<file path="src/median_predict_and_histogram_top_defines.svh">
// ----------------------------------------------------------------------------
// Assertion macros for the median predictor and residual histogram
// Checks are compiled in for simulation and drop out when SYNTH is defined.
// ----------------------------------------------------------------------------
`ifndef MEDIAN_PREDICT_AND_HISTOGRAM_TOP_DEFINES_SVH
`define MEDIAN_PREDICT_AND_HISTOGRAM_TOP_DEFINES_SVH

`ifndef SYNTH
// Check a property on every clock edge outside reset.
`define MPH_ASSERT(lbl, prop, msg) \
  lbl: assert property (@(posedge clk) disable iff (!rst_n) (prop)) else $error(msg);
// Check a property on every clock edge, reset included.
`define MPH_ASSERT_ALWAYS(lbl, prop, msg) \
  lbl: assert property (@(posedge clk) (prop)) else $error(msg);
`else
`define MPH_ASSERT(lbl, prop, msg)
`define MPH_ASSERT_ALWAYS(lbl, prop, msg)
`endif

`endif

</file>
<file path="src/mph_pkg.sv">
// ----------------------------------------------------------------------------
// mph_pkg
// Shared constants, codes and request types of the median predictor.
// ----------------------------------------------------------------------------
package mph_pkg;

  localparam int MAX_STRIDE = 4096;
  localparam int LINE_DEPTH = MAX_STRIDE + 1;
  localparam int LINE_AW    = $clog2(LINE_DEPTH);
  localparam int POS_W      = $clog2(LINE_DEPTH + 1);

  localparam int STRIDE_W = 13;
  localparam logic [STRIDE_W-1:0] STRIDE_RESET = 13'd1920;

  localparam logic [7:0] MID_VALUE = 8'h80;

  // Request action codes
  localparam logic [1:0] ACT_PIXEL = 2'd0;
  localparam logic [1:0] ACT_FRAME = 2'd1;
  localparam logic [1:0] ACT_READ  = 2'd2;

  typedef enum logic [1:0] {
    OP_NONE,
    OP_PIXEL,
    OP_READ
  } op_t;

  typedef enum logic [1:0] {
    PK_LEFT,
    PK_ROW2,
    PK_MEDIAN
  } pred_kind_t;

  typedef struct packed {
    logic [1:0] action;
    logic [7:0] pixel;
    logic [7:0] bin_index;
  } in_item_t;

  typedef struct packed {
    logic [7:0]  residual;
    logic [31:0] bin_count;
  } out_item_t;

  typedef struct packed {
    logic       valid;
    op_t        op;
    pred_kind_t kind;
    logic [7:0] pixel;
    logic [7:0] left;
    logic [7:0] bin_index;
  } pix_stage_t;

  typedef struct packed {
    logic       valid;
    op_t        op;
    logic [7:0] residual;
    logic [7:0] addr;
  } hist_req_t;

endpackage

</file>
<file path="src/mph_predict.sv">
// ----------------------------------------------------------------------------
// mph_predict
// Median prediction and residual; forms the histogram request.
// ----------------------------------------------------------------------------
module mph_predict import mph_pkg::*; (
  input  pix_stage_t s1,
  input  logic [7:0] top_q,
  input  logic [7:0] tl_q,
  output hist_req_t  req
);

  logic [7:0] left_eff, tl_eff, grad;
  logic [7:0] mx_ab, mn_ab, mn_c, med, pred, residual;

  always_comb begin
    // first pixel of row two: left and top-left act as mid-gray
    left_eff = (s1.kind == PK_ROW2) ? MID_VALUE : s1.left;
    tl_eff   = (s1.kind == PK_ROW2) ? MID_VALUE : tl_q;
    grad     = left_eff + top_q - tl_eff;

    mx_ab = (left_eff > top_q) ? left_eff : top_q;
    mn_ab = (left_eff < top_q) ? left_eff : top_q;
    mn_c  = (mx_ab < grad) ? mx_ab : grad;
    med   = (mn_c > mn_ab) ? mn_c : mn_ab;

    pred     = (s1.kind == PK_LEFT) ? s1.left : med;
    residual = s1.pixel - pred;

    req.valid    = s1.valid;
    req.op       = s1.op;
    req.residual = residual;
    req.addr     = (s1.op == OP_READ) ? s1.bin_index : residual;
  end

endmodule

</file>
<file path="config.mk">
export PLATFORM = sky130hd
export DESIGN_NAME = mph_predict
export DESIGN_NICKNAME = d
export VERILOG_FILES = /design/src/median_predict_and_histogram_top_defines.svh /design/src/mph_pkg.sv /design/src/mph_predict.sv
export SDC_FILE = /design/constraint.sdc
export NUM_CORES = 1
export LEC_CHECK = 0
export BUFFER_PORTS_ARGS = -buffer_cell sky130_fd_sc_hd__buf_2
export CAP_MARGIN = 20
export CORE_UTILIZATION = 45
export DETAILED_ROUTE_END_ITERATION = 8
export MAX_ROUTING_LAYER = met4
export PLACE_DENSITY = 0.71
export SLEW_MARGIN = 20
export SYNTH_ARGS = -nofsm -noshare
export SYNTH_HDL_FRONTEND = slang
export SYNTH_SLANG_ARGS = --single-unit
</file>
<file path="constraint.sdc">
create_clock -name vclk -period 13
set_input_delay 0 -clock vclk [all_inputs]
set_output_delay 0 -clock vclk [all_outputs]
set_load 0.02 [all_outputs]
</file>
==> out/qor.txt <==
Min cycle time layout: 8403 ps
Crit Path Class: input port to output port
Largest net degree at the start of global routing: 17
Num ports: 64
Final Cycle Share: 64.64%
Leakage power: 0.001398 uW
Global-route wire length before repair: 8783 um
RSZ-0062 raised after global routing: false
Post-CTS Hold Fix Bufs: 0
F_max: 0.1190 GHz
Leading area contributor after synthesis: ha_1
Worst EP arrival: 8400 ps
CP Capture Point: req[7]
Number of global-route vias before repair: 1973
Crit path from: s1[25]
Final hold vios: 0
Max_cap viols: 0
Non-Filler Instances: 393
Post-synthesis instance total: 289
# port buffers: 62
Syn_nets: 378
Fill cell total of the finished layout: 447
Total die area: 5143 um2
Final-stage net count: 432
Post-cts gate resize count: 0
Initial antenna violation count: 0
Hold Path Class: input port to output port
Worst path slowest cell: a211oi_4
Final sequential cell count: 0
Die height: 71.72 um
Final setup viols: 0
CLK BUF: 0
Worst stage delay on the critical path: 640 ps
Core area: 4504 um2
Syn Area/Cell: 7.568 um2
Avg WL per Cell: 13.24 um
Placed Cells: 393
Initial Util: 48.56%
CP required: 13000 ps
Vias: 2117
Layout cells sized above 1: 25.51%
Critical path launch point type: input port
Register Area: 0 um2
GRT Total Usage: 21.67%
Gpl congestion: 0.8612
DP HPWL: 4499 um
Power Density: 226.9 nW/um2
Post-CTS Setup Repair Bufs: 0
Slew at the pin with the worst max-slew slack: 744.3 ps
Final WL: 5205 um
Number of iterations in the first detailed-routing pass: 4
Sequential share of the synthesized area: 0%
Crit path max fanout: 16
Setup TNS Final: 0 ps
Row count: 24
Synth top area cells: ha_1, mux2i_1, inv_1
Drt drc: 0
Status: complete, no violations
Library cells used by synthesis: 50
Max VDD drop: 213.3 uV
Vias per cell: 5.387
Cell mode on critical path: ha_1
Chip width: 71.72 um
Antenna cells: 0
Slew headroom: 50.38%
WHS: 0.008851 ps
Syn Std Cell Area: 2187 um2
Fin. max-slew vios: 0
Crit. End Element: output port
Yosys top cell area share: 20.59%
DRT iter0 DRCs: 94
Overflow after GRT: 0
Synth-to-layout area growth: 14.59%
Ys Warns: 0
Fin util: 55.64%
ANT nets after route: 0
## logic make-up after synthesis
family,share of synthesized area [%]
AOI/OAI and AO/OA,19.85
xor gates and xnor gates,6.007
adders and majority gates,27.92
buffers and inverters,10.30
muxes,14.87
and+or+nand+nor,21.05
## layout make-up
cell class / instances / area [um2] / share of cell area, %
Inverter: 45 / 168.9 / 6.740
Tap cell: 52 / 65.06 / 2.596
Multi-Input combinational cell: 234 / 1962 / 78.28
Timing Repair Buffer: 62 / 310.3 / 12.38
## cell usage after synthesis, types with 4 or more instances
master and number:
o21ai_0 8, ha_1 36, buf_4 5, mux2_2 8, fa_1 8, nand2_1 23
nor2b_1 6, nand2b_1 5, a21o_1 11, and2_1 10, nor2_1 19, inv_1 45
o21a_1 4, mux2i_1 19, xnor2_1 9, a21oi_1 13, xor2_1 6, o211ai_1 4
## layer usage
layer  up-vias  part of all wire (%)  track usage [%]
li1       1098                     -                -
met1       948                    48            29.42
met2        69                    47            38.57
met3         2                   5.1                0
met4         0                  0.31           0.2179
met5         -                     0                -
## critical path: cells and delay by family
kind | cells | cell delay [ps]
compound gates | 17 | 3330
fa+ha+maj | 5 | 1750
simple gates | 10 | 1880
buf+inv | 3 | 350
mux | 3 | 900
xor+xnor | 1 | 180
## worst min-delay path by stage
stage,slack (ps),endpoint,cells after the start,start
2_1_floorplan,110,req[16],1,s1[26]
3_3_place_gp,0.2,req[18],0,s1[28]
5_1_grt,0.07,req[18],0,s1[28]
4_1_cts,0.2,req[18],0,s1[28]
6_report,0.009,req[18],0,s1[28]
3_5_place_dp,0.2,req[18],0,s1[28]
## layout by cell type, fill, tap and decap left out, types with 3 or more instances in the layout
master     n
a21o_1    11
a21oi_1   13
and2_1    10
buf_2     62
fa_1       8
ha_1      36
inv_1     45
mux2_2     8
mux2_4     3
mux2i_1   19
nand2_1   23
nand2b_1   5
nand3_1    3
nor2_1    19
nor2b_1    6
nor3_1     3
o211ai_1   4
o21a_1     4
o21ai_0    8
xnor2_1    9
xor2_1     6
## report_power, final
part,internal [uW],switching [uW],total [uW]
logic,241,327,569
clock network,0,0,0
registers,0,0,0
total,241,327,569
## per-stage QoR
| step | setup slack [ps] | area [um2] | total power (uW) |
|---|---|---|---|
| final | 4597 | 2506 | 568.6 |
| after global routing | 3853 | 2506 | 628.6 |
| after CTS | 4624 | 2506 | 568.8 |
| after detailed placement | 4631 | 2506 | 563.9 |
| after global placement | 4765 | 2506 | 557.7 |
| after floorplan | 5587 | 2187 | 434.6 |
No activity file was read; power rests on OpenSTA's default activity.
